===== src/design/assert_macros.svh =====
// assertion macros used by the top-level design file
`ifndef ASSERT_MACROS_SVH
`define ASSERT_MACROS_SVH

// antecedent implies consequent in the same cycle
`define SBCU_ASSERT_SAME(label, clk, rst_n, ante, cons) \
    label: assert property (@(posedge clk) disable iff (!(rst_n)) (ante) |-> (cons)) \
        else $error("same-cycle check failed");

// antecedent implies consequent in the next cycle
`define SBCU_ASSERT_NEXT(label, clk, rst_n, ante, cons) \
    label: assert property (@(posedge clk) disable iff (!(rst_n)) (ante) |=> (cons)) \
        else $error("next-cycle check failed");

`endif


===== src/design/sbcu_pkg.sv =====
// types, charset codes and code point tables for the transcoder
package sbcu_pkg;

    localparam int unsigned BYTE_W = 8;
    localparam int unsigned CP_W   = 16;
    localparam int unsigned SEL_W  = 2;

    localparam logic [SEL_W-1:0] CS_LATIN9  = 2'd0;
    localparam logic [SEL_W-1:0] CS_LATIN1  = 2'd1;
    localparam logic [SEL_W-1:0] CS_WIN1252 = 2'd2;

    // windows-1252 code points for bytes 0x80..0x9f
    localparam logic [CP_W-1:0] WIN1252_LOW [32] = '{
        16'h20AC, 16'h0081, 16'h201A, 16'h0192, 16'h201E, 16'h2026, 16'h2020, 16'h2021,
        16'h02C6, 16'h2030, 16'h0160, 16'h2039, 16'h0152, 16'h008D, 16'h017D, 16'h008F,
        16'h0090, 16'h2018, 16'h2019, 16'h201C, 16'h201D, 16'h2022, 16'h2013, 16'h2014,
        16'h02DC, 16'h2122, 16'h0161, 16'h203A, 16'h0153, 16'h009D, 16'h017E, 16'h0178
    };

    typedef struct packed {
        logic            valid;
        logic [CP_W-1:0] cp;
    } t_cp_word;

    typedef struct packed {
        logic              valid;
        logic [BYTE_W-1:0] b0;
        logic [BYTE_W-1:0] b1;
        logic [BYTE_W-1:0] b2;
        logic [1:0]        count;
        logic              nul;
    } t_enc_word;

    function automatic logic [CP_W-1:0] f_code_point(
        input logic [SEL_W-1:0]  sel,
        input logic [BYTE_W-1:0] b
    );
        logic [CP_W-1:0] cp;
        cp = {8'h00, b};
        if (b[7]) begin
            case (sel)
                CS_LATIN9: begin
                    case (b)
                        8'hA4:   cp = 16'h20AC;
                        8'hA6:   cp = 16'h0160;
                        8'hA8:   cp = 16'h0161;
                        8'hB4:   cp = 16'h017D;
                        8'hB8:   cp = 16'h017E;
                        8'hBC:   cp = 16'h0152;
                        8'hBD:   cp = 16'h0153;
                        8'hBE:   cp = 16'h0178;
                        default: cp = {8'h00, b};
                    endcase
                end
                CS_WIN1252: begin
                    if (b < 8'hA0) begin
                        cp = WIN1252_LOW[b[4:0]];
                    end
                end
                CS_LATIN1: cp = {8'h00, b};
                default:   cp = {8'h00, b};
            endcase
        end
        return cp;
    endfunction

endpackage


===== src/design/sbcu_lookup.sv =====
// pipeline stage: byte to unicode code point through the selected table
module sbcu_lookup
    import sbcu_pkg::*;
(
    input  logic              i_clk,
    input  logic              i_rst_n,
    input  logic              i_hold,
    input  logic              i_valid,
    input  logic [BYTE_W-1:0] i_byte,
    input  logic [SEL_W-1:0]  i_sel,
    output t_cp_word          o_word
);

    logic            r_valid;
    logic [CP_W-1:0] r_cp;
    logic [CP_W-1:0] n_cp;

    assign n_cp = f_code_point(i_sel, i_byte);

    always_ff @(posedge i_clk) begin
        if (!i_rst_n) begin
            r_valid <= 1'b0;
        end else if (!i_hold) begin
            r_valid <= i_valid;
        end
    end

    always_ff @(posedge i_clk) begin
        if (!i_hold) begin
            r_cp <= n_cp;
        end
    end

    assign o_word.valid = r_valid;
    assign o_word.cp    = r_cp;

endmodule


===== src/design/sbcu_encode.sv =====
// pipeline stage: code point to one, two or three utf-8 bytes
module sbcu_encode
    import sbcu_pkg::*;
(
    input  logic      i_clk,
    input  logic      i_rst_n,
    input  logic      i_hold,
    input  t_cp_word  i_word,
    output t_enc_word o_word
);

    t_enc_word r_word;
    t_enc_word n_word;

    always_comb begin
        n_word       = '0;
        n_word.valid = i_word.valid;
        if (i_word.cp < 16'h0080) begin
            n_word.b0    = i_word.cp[7:0];
            n_word.count = 2'd1;
            n_word.nul   = (i_word.cp == 16'h0000);
        end else if (i_word.cp < 16'h0800) begin
            n_word.b0    = {3'b110, i_word.cp[10:6]};
            n_word.b1    = {2'b10, i_word.cp[5:0]};
            n_word.count = 2'd2;
        end else begin
            n_word.b0    = {4'b1110, i_word.cp[15:12]};
            n_word.b1    = {2'b10, i_word.cp[11:6]};
            n_word.b2    = {2'b10, i_word.cp[5:0]};
            n_word.count = 2'd3;
        end
    end

    // only the valid bit is reset, the data fields follow it
    always_ff @(posedge i_clk) begin
        if (!i_rst_n) begin
            r_word.valid <= 1'b0;
        end else if (!i_hold) begin
            r_word.valid <= n_word.valid;
        end
        if (!i_hold) begin
            r_word.b0    <= n_word.b0;
            r_word.b1    <= n_word.b1;
            r_word.b2    <= n_word.b2;
            r_word.count <= n_word.count;
            r_word.nul   <= n_word.nul;
        end
    end

    assign o_word = r_word;

endmodule


===== src/design/sbcu_serial.sv =====
// output stage: sends the bytes of one character one per cycle
module sbcu_serial
    import sbcu_pkg::*;
(
    input  logic              i_clk,
    input  logic              i_rst_n,
    input  t_enc_word         i_word,
    output logic              o_hold,
    output logic              o_strobe,
    output logic [BYTE_W-1:0] o_out_byte,
    output logic              o_last_of_char,
    output logic              o_string_end
);

    logic [BYTE_W-1:0] r_buf [3];
    logic [BYTE_W-1:0] n_buf [3];
    logic [1:0]        r_cnt;
    logic [1:0]        n_cnt;
    logic              r_nul;
    logic              n_nul;

    // more bytes of the current character follow, so upstream waits
    assign o_hold = (r_cnt > 2'd1);

    always_comb begin
        n_buf = r_buf;
        n_cnt = r_cnt;
        n_nul = r_nul;
        if (o_hold) begin
            n_buf[0] = r_buf[1];
            n_buf[1] = r_buf[2];
            n_cnt    = r_cnt - 2'd1;
        end else if (i_word.valid) begin
            n_buf[0] = i_word.b0;
            n_buf[1] = i_word.b1;
            n_buf[2] = i_word.b2;
            n_cnt    = i_word.count;
            n_nul    = i_word.nul;
        end else begin
            n_cnt = 2'd0;
        end
    end

    always_ff @(posedge i_clk) begin
        if (!i_rst_n) begin
            r_cnt <= 2'd0;
        end else begin
            r_cnt <= n_cnt;
        end
    end

    always_ff @(posedge i_clk) begin
        r_buf <= n_buf;
        r_nul <= n_nul;
    end

    assign o_strobe       = (r_cnt != 2'd0);
    assign o_out_byte     = r_buf[0];
    assign o_last_of_char = (r_cnt == 2'd1);
    assign o_string_end   = r_nul && (r_cnt == 2'd1);

endmodule


===== src/design/single_byte_charset_to_utf8.sv =====
// top level: single-byte charset to utf-8 transcoder
//
// channel   ports                                            direction
// input     start, busy, i_in_byte                           in, one word per accept
// result    o_strobe, o_out_byte, o_last_of_char,            out, one word per strobe
//           o_string_end
// config    i_cfg_we, i_cfg_wdata                            in, charset select
//
// four stages: capture, table lookup, utf-8 encode, byte output
// a word's first byte leaves from the output register once it has passed capture, lookup and encode
// one word per cycle for ascii while busy is low; multi-byte characters hold off new words,
// since the single output byte lane raises busy while bytes remain
// synchronous active-low reset empties the pipeline and selects iso-8859-15
// the receiver cannot stall; results are never held off
module single_byte_charset_to_utf8
    import sbcu_pkg::*;
(
    input  logic              i_clk,
    input  logic              i_rst_n,
    input  logic              start,
    output logic              busy,
    input  logic [BYTE_W-1:0] i_in_byte,
    input  logic              i_cfg_we,
    input  logic [SEL_W-1:0]  i_cfg_wdata,
    output logic              o_strobe,
    output logic [BYTE_W-1:0] o_out_byte,
    output logic              o_last_of_char,
    output logic              o_string_end
);

`include "assert_macros.svh"

    logic              hold;
    logic              r_s1_valid;
    logic [BYTE_W-1:0] r_s1_byte;
    logic [SEL_W-1:0]  r_charset;
    t_cp_word          cp_word;
    t_enc_word         enc_word;

    assign busy = hold;

    always_ff @(posedge i_clk) begin
        if (!i_rst_n) begin
            r_charset <= CS_LATIN9;
        end else if (i_cfg_we) begin
            r_charset <= i_cfg_wdata;
        end
    end

    always_ff @(posedge i_clk) begin
        if (!i_rst_n) begin
            r_s1_valid <= 1'b0;
        end else if (!hold) begin
            r_s1_valid <= start;
        end
    end

    always_ff @(posedge i_clk) begin
        if (!hold) begin
            r_s1_byte <= i_in_byte;
        end
    end

    sbcu_lookup u_lookup (
        .i_clk   (i_clk),
        .i_rst_n (i_rst_n),
        .i_hold  (hold),
        .i_valid (r_s1_valid),
        .i_byte  (r_s1_byte),
        .i_sel   (r_charset),
        .o_word  (cp_word)
    );

    sbcu_encode u_encode (
        .i_clk   (i_clk),
        .i_rst_n (i_rst_n),
        .i_hold  (hold),
        .i_word  (cp_word),
        .o_word  (enc_word)
    );

    sbcu_serial u_serial (
        .i_clk          (i_clk),
        .i_rst_n        (i_rst_n),
        .i_word         (enc_word),
        .o_hold         (hold),
        .o_strobe       (o_strobe),
        .o_out_byte     (o_out_byte),
        .o_last_of_char (o_last_of_char),
        .o_string_end   (o_string_end)
    );

    // busy only while a multi-byte character is still going out
    `SBCU_ASSERT_SAME(a_busy_strobe, i_clk, i_rst_n, busy, o_strobe && !o_last_of_char)
    // the bytes of one character leave back to back
    `SBCU_ASSERT_NEXT(a_char_contig, i_clk, i_rst_n, o_strobe && !o_last_of_char, o_strobe)
    // the terminator is a lone nul byte
    `SBCU_ASSERT_SAME(a_nul_end, i_clk, i_rst_n, o_strobe && o_string_end,
        o_last_of_char && (o_out_byte == 8'h00))

endmodule


===== config.mk =====
export PLATFORM = sky130hd
export DESIGN_NAME = single_byte_charset_to_utf8
export DESIGN_NICKNAME = d
export VERILOG_FILES = /design/src/design/sbcu_pkg.sv /design/src/design/sbcu_lookup.sv /design/src/design/sbcu_encode.sv /design/src/design/sbcu_serial.sv /design/src/design/single_byte_charset_to_utf8.sv
export VERILOG_INCLUDE_DIRS = /design/src /design/src/design
export SDC_FILE = /design/constraint.sdc
export NUM_CORES = 1
export LEC_CHECK = 0
export BUFFER_PORTS_ARGS = -buffer_cell sky130_fd_sc_hd__buf_4
export CORE_UTILIZATION = 50
export CTS_CLUSTER_SIZE = 10
export DETAILED_ROUTE_END_ITERATION = 6
export PLACE_DENSITY_LB_ADDON = 0.1
export SLEW_MARGIN = 5
export SYNTH_ARGS = -nofsm -noshare
export SYNTH_HDL_FRONTEND = slang
export SYNTH_HIERARCHICAL = 1
export SYNTH_SLANG_ARGS = --single-unit
export TNS_END_PERCENT = 1

===== constraint.sdc =====
create_clock -name i_clk -period 3 [get_ports i_clk]
set_clock_uncertainty 0.2 [all_clocks]
set_input_delay 0.45 -clock i_clk [delete_from_list [all_inputs] [get_ports i_clk]]
set_output_delay 0.45 -clock i_clk [all_outputs]
set_load 0.02 [all_outputs]

==> run metrics, run 1 <==
outcome=complete, no violations; Worst-path clk slew=80 ps; antenna-violating nets left=0; Synth cell types=64; CP delay by family, top=compound AO/OA/AOI/OAI gates; worst reg2reg startpoint=r_s1_byte[0]$_DFFE_PN_; commonest non-fill, non-tap cell in the layout=edfxtp_1; met2 usage=32.41%; placer congestion estimate=0.9218; initial core utilization=52.65%; largest net degree at the start of global routing=37; Seq/Total Area, Yosys=52.55%; layout cells sized above 1=16.62%; switching share of power=24.14%; final WL=7.647 mm; largest family of logic cells by synthesized area=simple AND/OR/NAND/NOR gates; clock share of power=35.3%; Core ar.=7888 µm²; Post-synth EDFFs=68; worst-path cell chain=inv_1 > ha_1 > a2bb2oi_1 > o22ai_1 > nor3_4 > nor2_2 > a221o_1; initial antenna violation count=0; maximum vdd drop=0.2488 mV; row cnt=32; hold path startpoint=i_in_byte[1]; I/O Pins=26; worst hold path type=input port to register; cell area after synthesis=4153 µm²; mux share of post-synthesis cell area=2.983%; post-route cell area=4452 µm²; crit path time final=2465 ps; Crit Path Class=register to register; TNS Setup=0 ps; Overflow after GRT=0; Skew-Pair Late Insertion Delay=340 ps; DP Area=4239 µm²; Synth top area share=49.17%; synth top area cells=edfxtp_1, nand2_1, buf_4, dfxtp_1, ha_1; MaxCap Viol Count=0; vias in the first global route=2614; area growth from synthesis to layout=7.201%; drt pass-1 iters=4; switching power=0.5522 mW; Die Y=93.14 µm; Pwr Total=2.288 mW; CP Buf/Inv Count=1; Max stage delay on crit path=440 ps; Max Transition Viols Final=0; via density per instance=5.569; ys async rst share=0%; CTS Root Cell=clkbuf_8; GRT Total Usage=18.96%; Storage cell area=2182 µm²; Slew HR=41.94%; Final Util=56.44%; Primary FF master, synth=edfxtp_1; Power Dens Cells=513.9 nW/µm²; Synth Area in Compound Gates=15.28%; crit path capture type=register; Filler Cell Count=668; Simple-Gate Fraction of Synth Area=16.00%; Iter 0 DRT Violations=125; commonest cells after routing, fill and taps aside=edfxtp_1, nand2_1, buf_4, o21ai_1, a21oi_1; XOR/XNOR share of the synthesized area=0.4218%; CTS tree=done; fin crit share=82.18%; Post-CTS Setup Inserts=0; Tightest Pin Transition=869.9 ps; layout net count=417; met1 usage=21.73%; HPWL after DPL=5.450 mm; crit path max fanout=13; # DRC=0; die width=93.14 µm; combinational power share=11.0%; final hold vios=0; antenna cells=0; syn_area_per_cell=10.90 µm²; part of the power in registers=53.7%; met3 Track Usage GR=4.309%; Synth Instances=381; Pleak=1.674 nW; first-pass GRT wire length=12.54 mm; RSZ-0062 raised after global routing=false; Die ar.=8674 µm²; htree depth=3; total CTS buffers=9; CTS Buffer Depth=2; Internal=1.736 mW; Arr. time, crit path=2350 ps; Most Used Layer, Global Route=met2; Yosys top cell by area=edfxtp_1; Required @ worst endpoint=2890 ps; Vias=2779; drt wl/cell=15.32 µm; CTS Sinks=75; port bufs=25; # setup viols final=0; area share of fa/ha/maj cells after synthesis=3.314%; Hold Buf Count CTS=0; CP startpoint kind=register; crit path max-delay cell type=ha_1; Worst Setup SP=r_s1_byte[0]$_DFFE_PN_; Synth Warn #=6; FMAX=0.4056 GHz; CTS resizes=0; area of the multi-input gates=1604 µm²; Seq cells post-synth=75
[sequential cells by signal, summed over array words and instances (netlist names)]
| signal | flops |
|---|---|
| u_lookup/r_valid | 1 |
| u_serial/r_cnt | 2 |
| u_serial/o_out_byte | 8 |
| r_s1_byte | 8 |
| r_charset | 2 |
| u_serial/r_buf | 16 |
| u_serial/r_nul | 1 |
| r_s1_valid | 1 |
| u_lookup/r_cp | 11 |
| u_encode/o_word | 25 |
[logic make-up (layout without fill, tap and decap cells)]
kind of cell,count (synthesis),after routing
compound gates,99,99
buf+inv,55,66
flops,75,75
fa+ha+maj,11,11
other cells,2,7
xor+xnor,2,2
simple gates,126,126
mux,11,11
[power by group through the flow]
| stage | registers, mW | logic (mW) | clock network (mW) |
|---|---|---|---|
| detailed placement | 1.25 | 0.248 | 0 |
| CTS | 1.23 | 0.249 | 0.824 |
| floorplan | 1.24 | 0.208 | 0 |
| finish | 1.23 | 0.252 | 0.807 |
| global route | 1.24 | 0.277 | 0.865 |
| global placement | 1.25 | 0.246 | 0 |
[through the flow]
step                      cells  setup WS [ps]  hold slack, ps
final                       499          534.7           81.30
after global routing        499          383.3           61.16
after CTS                   499          531.7           66.59
after floorplan             386          673.6           200.3
after detailed placement    483          561.2           207.5
after global placement      483          616.1           204.0
[layout make-up]
type                       instances  area share (%)
clock buffer                      11           3.429
tap                              102           2.867
sequential                        75           49.02
timing repair buffer              36           6.071
inverter                          14           1.237
multi-input combinational        256           36.03
clock inverter                     5           1.349
[Yosys cell counts (3+ instances only)]
cell type and count:
o21ai_0 16, buf_4 21, nand2_1 59, nand2b_1 4, o22ai_1 3, dfxtp_1 7
a31oi_1 3, o31ai_1 4, nand3_1 3, o211ai_1 3, a211oi_1 7, nor2b_1 11
buf_2 7, o32a_1 4, clkbuf_1 3, a21oi_1 19, or4_1 4, nor2_1 15
and2_2 4, nor4_1 3, and2_1 5, buf_6 6, ha_1 11, edfxtp_1 68
nor3_1 3, inv_1 11, o21ai_1 19, a311oi_1 3, mux2i_1 9
[final timing paths]
kind / end / slack [ps] / cells past startpoint
min: r_s1_byte[1]$_DFFE_PN_ / 80 / 1
max: u_lookup/r_cp[0]$_DFFE_PN_ / 530 / 7
min reg2reg: u_serial/r_buf[2]$_DFFE_PP_ / 210 / 0
max reg2reg: u_lookup/r_cp[0]$_DFFE_PN_ / 530 / 7
[routing by layer]
metal | wire length (µm) | vias to the layer above
met2 | 3895 | 78
met5 | 0 | -
met1 | 3186 | 1289
met3 | 272 | 26
met4 | 292 | 0
li1 | - | 1386
No activity file was read; power rests on OpenSTA's default activity.
==> run 2: changes to the inputs <==
==> constraint.sdc (replaced) <==
create_clock -name i_clk -period 2.3 [get_ports i_clk]
set_clock_uncertainty 0.2 [all_clocks]
set_input_delay 0.345 -clock i_clk [delete_from_list [all_inputs] [get_ports i_clk]]
set_output_delay 0.345 -clock i_clk [all_outputs]
set_load 0.02 [all_outputs]
==> run metrics, run 2 (synthesis results as in run 1) <==
Die ar.=8674 µm²; antenna cells=0; CTS Sinks=75; area growth from synthesis to layout=12.84%; antenna-violating nets left=0; switching share of power=23.37%; combinational power share=12.2%; reg2reg end=u_encode/o_word[20]$_DFFE_PN_; Iter 0 DRT Violations=112; GRT Total Usage=19.63%; RSZ-0062 raised after global routing=false; worst-path cell chain=or4_1 > nor2_8 > inv_4 > o32a_1; outcome=complete, no violations; # DRC=0; HPWL after DPL=5.796 mm; crit path max fanout=17; Reg2Reg Depth=4; largest net degree at the start of global routing=37; Overflow after GRT=0; worst reg2reg startpoint=u_lookup/r_cp[13]$_SDFFCE_PN0N_; CTS tree=done; FMAX=0.4495 GHz; crit path max-delay cell type=or4_1; Required @ worst endpoint=2190 ps; Pleak=1.778 nW; initial antenna violation count=0; Non-Filler Instances=521; Hold Crit Depth=3; crit path time final=2225 ps; CTS Buffer Depth=2; drt wl/cell=15.08 µm; MaxCap Viol Count=0; Die Y=93.14 µm; CP startpoint kind=register; first-pass GRT wire length=13.01 mm; final hold vios=0; Core ar.=7888 µm²; commonest non-fill, non-tap cell in the layout=edfxtp_1; Storage cell area=2182 µm²; total CTS buffers=9; drt pass-1 iters=4; Max stage delay on crit path=720 ps; via density per instance=5.407; placer congestion estimate=0.9011; I/O Pins=26; # setup viols final=0; row cnt=32; Filler Cell Count=662; maximum vdd drop=0.3372 mV; die width=93.14 µm; Internal=2.340 mW; max reg flops=25; part of the power in registers=52.4%; layout cells sized above 1=21.00%; Final Util=59.41%; worst hold path type=input port to register; final WL=7.855 mm; switching power=0.7136 mW; crit path capture type=register; clock share of power=35.4%; Crit Path Class=register to register; CTS Root Cell=clkbuf_8; Max Transition Viols Final=0; fin crit share=96.72%; port bufs=25; vias in the first global route=2757; reg2reg setup slack=80 ps; hold path startpoint=start; initial core utilization=52.65%; post-route cell area=4686 µm²; Worst-path clk slew=80 ps; DP Area=4357 µm²; Vias=2817; Skew-Pair Late Insertion Delay=340 ps; commonest cells after routing, fill and taps aside=edfxtp_1, nand2_1, buf_4, o21ai_1, a21oi_1; Arr. time, crit path=2110 ps; area of the multi-input gates=1637 µm²; dpl cells=497; layout net count=439; htree depth=3; Power Dens Cells=651.7 nW/µm²; Hold Crit Endpoint=r_s1_valid$_SDFFE_PN0N_
==> run 2: cell types whose count changed in the layout (fill, tap and decap cells not counted), moves of 2 or more <==
cell	change
inv_1	-2
ha_2	+3
dlygate4sd3_1	+8
inv_2	+2
ha_1	-4
buf_4	+13
clkinv_4	-2
==> run 2: power by group through the flow <==
stage               Clock, mW  Sequential, mW  Combinational (mW)
floorplan                   0            1.62               0.272
global route             1.16            1.61               0.409
detailed placement          0            1.63               0.348
CTS                      1.11            1.60               0.360
finish                   1.08            1.60               0.372
global placement            0            1.63               0.348
==> run 2: worst max path at each step <==
| stage | startpoint | to | cells after the start |
|---|---|---|---|
| floorplan | r_s1_byte[0]$_DFFE_PN_ | u_lookup/r_cp[0]$_DFFE_PN_ | 7 |
| global placement | r_s1_byte[0]$_DFFE_PN_ | u_lookup/r_cp[0]$_DFFE_PN_ | 7 |
| detailed placement | r_s1_byte[0]$_DFFE_PN_ | u_lookup/r_cp[0]$_DFFE_PN_ | 7 |
| CTS | r_s1_byte[0]$_DFFE_PN_ | u_lookup/r_cp[0]$_DFFE_PN_ | 7 |
| global route | r_s1_byte[0]$_DFFE_PN_ | u_lookup/r_cp[5]$_DFFE_PN_ | 8 |
| finish | u_lookup/r_cp[13]$_SDFFCE_PN0N_ | u_encode/o_word[20]$_DFFE_PN_ | 4 |
==> run 2: cell type report <==
type	count	share of cell area (%)
clock inverter	6	1.896
timing repair buffer	58	9.987
multi-input combinational	256	34.93
tap	102	2.724
inverter	14	1.175
sequential	75	46.57
clock buffer	10	2.724
==> run 2: what timing repair did <==
| item | 4_1_cts | 5_1_grt |
|---|---|---|
| hold endpoints to repair | 8 | 0 |
| resized for setup | 0 | 9 |
| hold buffers | 8 | 0 |
| buffers inserted | 0 | 0 |
| endpoints found under the setup margin | 0 | 6 |
==> run 2: routing by layer <==
metal,global-route usage (%),wire length (µm)
met1,20.84,3252
met2,36.64,4186
met3,4.390,209
met4,9.103,206
met5,0,0
==> run 2: critical path, delay by kind of cell (launching register included) <==
| family | cells | cell delay, ps |
|---|---|---|
| simple gates | 2 | 930 |
| flops | 1 | 390 |
| compound gates | 1 | 350 |
| buf+inv | 1 | 100 |
==> run 2: through the flow <==
stage / power, mW / TNS, ps / hold WS, ps / setup slack [ps]
after floorplan: 1.888 / -8.930 / 200.3 / -8.930
after global placement: 1.979 / 0 / 202.7 / 98.76
after detailed placement: 1.980 / 0 / 204.5 / 39.56
after CTS: 3.071 / 0 / 40.13 / 18.71
after global routing: 3.181 / 0 / 55.21 / 14.27
final: 3.053 / 0 / 51.62 / 75.34
==> run 3: changes to the inputs <==
--- a/config.mk
+++ b/config.mk
@@ -10,6 +10,7 @@
 export CORE_UTILIZATION = 50
 export CTS_CLUSTER_SIZE = 10
 export DETAILED_ROUTE_END_ITERATION = 6
+export GPL_TIMING_DRIVEN = 0
 export PLACE_DENSITY_LB_ADDON = 0.1
 export SLEW_MARGIN = 5
 export SYNTH_ARGS = -nofsm -noshare
==> run metrics, run 3 (synthesis results as in run 1) <==
Routed met2 length=4.400 mm; Slew HR=24.00%; DP Area=4488 µm²; Worst-path clk slew=80 ps; Worst Setup SP=r_s1_byte[1]$_DFFE_PN_; dpl cells=513; Vias=2935; Arr. time, crit path=2200 ps; TNS Setup=-17.81 ps; met1 wire length=3.340 mm; initial antenna violation count=0; worst hold path type=input port to register; post-route setup slack=-17.81 ps; commonest cells after routing, fill and taps aside=edfxtp_1, nand2_1, buf_4, o21ai_1, a21oi_1; Overflow after GRT=0; Tightest Pin Transition=1130 ps; total CTS buffers=9; FMAX=0.4314 GHz; GRT Total Usage=20.17%; htree depth=3; vias in the first global route=2794; outcome=finished with violations; post-route cell area=4918 µm²; Iter 0 DRT Violations=96; crit path max fanout=6; fin crit share=100.8%; final hold vios=0; # DRC=0; maximum vdd drop=0.3342 mV; max reg flops=25; largest net degree at the start of global routing=25; crit path capture type=register; final hold slack=54.67 ps; worst reg2reg startpoint=r_s1_byte[1]$_DFFE_PN_; Max Transition Viols Final=0; crit path time final=2318 ps; Non-Filler Instances=545; Skew-Pair Late Insertion Delay=340 ps; first-pass GRT wire length=13.32 mm; RSZ-0062 raised after global routing=true; Die ar.=8674 µm²; via density per instance=5.385; port bufs=25; antenna-violating nets left=0; Pleak=1.893 nW; Setup WS pre-CTS=-412.1 ps; CP Buf/Inv Count=2; Max stage delay on crit path=450 ps; MaxCap Viol Count=0; CTS Buffer Depth=2; violated checks=negative setup slack; crit path max-delay cell type=edfxtp_1; row cnt=32; Pwr Total=2.922 mW; CP startpoint kind=register; drt pass-1 iters=4; worst-path cell chain=buf_8 > inv_4 > ha_4 > a2bb2oi_1 > o22ai_2 > nor3_4 > nor2_2 > a221o_1; I/O Pins=26; # setup viols final=1; Power Dens Cells=594.0 nW/µm²; Final Util=62.36%; hold path startpoint=start; drt wl/cell=14.96 µm; HPWL after DPL=5.953 mm; CTS tree=done; initial core utilization=52.65%; CTS Sinks=75; die width=93.14 µm; CP delay by family, top=compound AO/OA/AOI/OAI gates; layout net count=463; Max Used Layer=met4; Hold Crit Depth=3; Critical Path Stages=8; Crit Path Class=register to register; metal3 WL=234 µm; CTS Root Cell=clkbuf_8; antenna cells=0; Reg2Reg Depth=8; layout cells sized above 1=26.19%; final WL=8.153 mm; Core ar.=7888 µm²; placer congestion estimate=0.9104; Required @ worst endpoint=2190 ps; area growth from synthesis to layout=18.44%; commonest non-fill, non-tap cell in the layout=edfxtp_1; Die Y=93.14 µm
==> run 3: power by group <==
part	switching [mW]	internal, mW	leakage [nW]	total, mW
logic	0.219	0.193	1.07	0.413
registers	0.0392	1.56	0.741	1.60
clock network	0.484	0.428	0.0815	0.912
total	0.743	2.18	1.89	2.92
==> run 3: path summary, 6_finish.rpt <==
path	end	slack [ps]
hold reg to reg	u_serial/r_buf[2]$_DFFE_PP_	220
setup / recovery	u_lookup/r_cp[0]$_DFFE_PN_	-20
setup reg to reg	u_lookup/r_cp[0]$_DFFE_PN_	-20
hold / removal	r_s1_valid$_SDFFE_PN0N_	50
==> run 3: worst min-delay path, stage by stage <==
cell and delay [ps]:
buf_4 70, mux2i_1 50, nor2b_1 90
==> run 3: repair_timing <==
| item | 4_1_cts | 5_1_grt |
|---|---|---|
| gates resized for setup | 16 | 11 |
| hold buffers | 8 | 0 |
| endpoints found under the hold margin | 8 | 0 |
| pin swaps | 1 | 3 |
| buffers inserted | 3 | 5 |
| endpoints found under the setup margin | 9 | 6 |
==> run 3: layout make-up <==
class / count / area (µm²)
Buffer: 41 / 355.3
Clock buffer: 10 / 137.6
Clock inverter: 6 / 47.55
Fill cell: 647 / 2969
Inverter: 14 / 60.06
Multi-Input combinational cell: 256 / 1680
Sequential cell: 75 / 2182
Tap cell: 102 / 127.6
Timing Repair Buffer: 41 / 327.8
==> run 3: per-layer routing <==
layer | track usage [%] | up-vias
met1 | 21.90 | 1372
met5 | 0 | -
met3 | 3.902 | 21
met4 | 9.487 | 0
li1 | - | 1474
met2 | 37.50 | 68
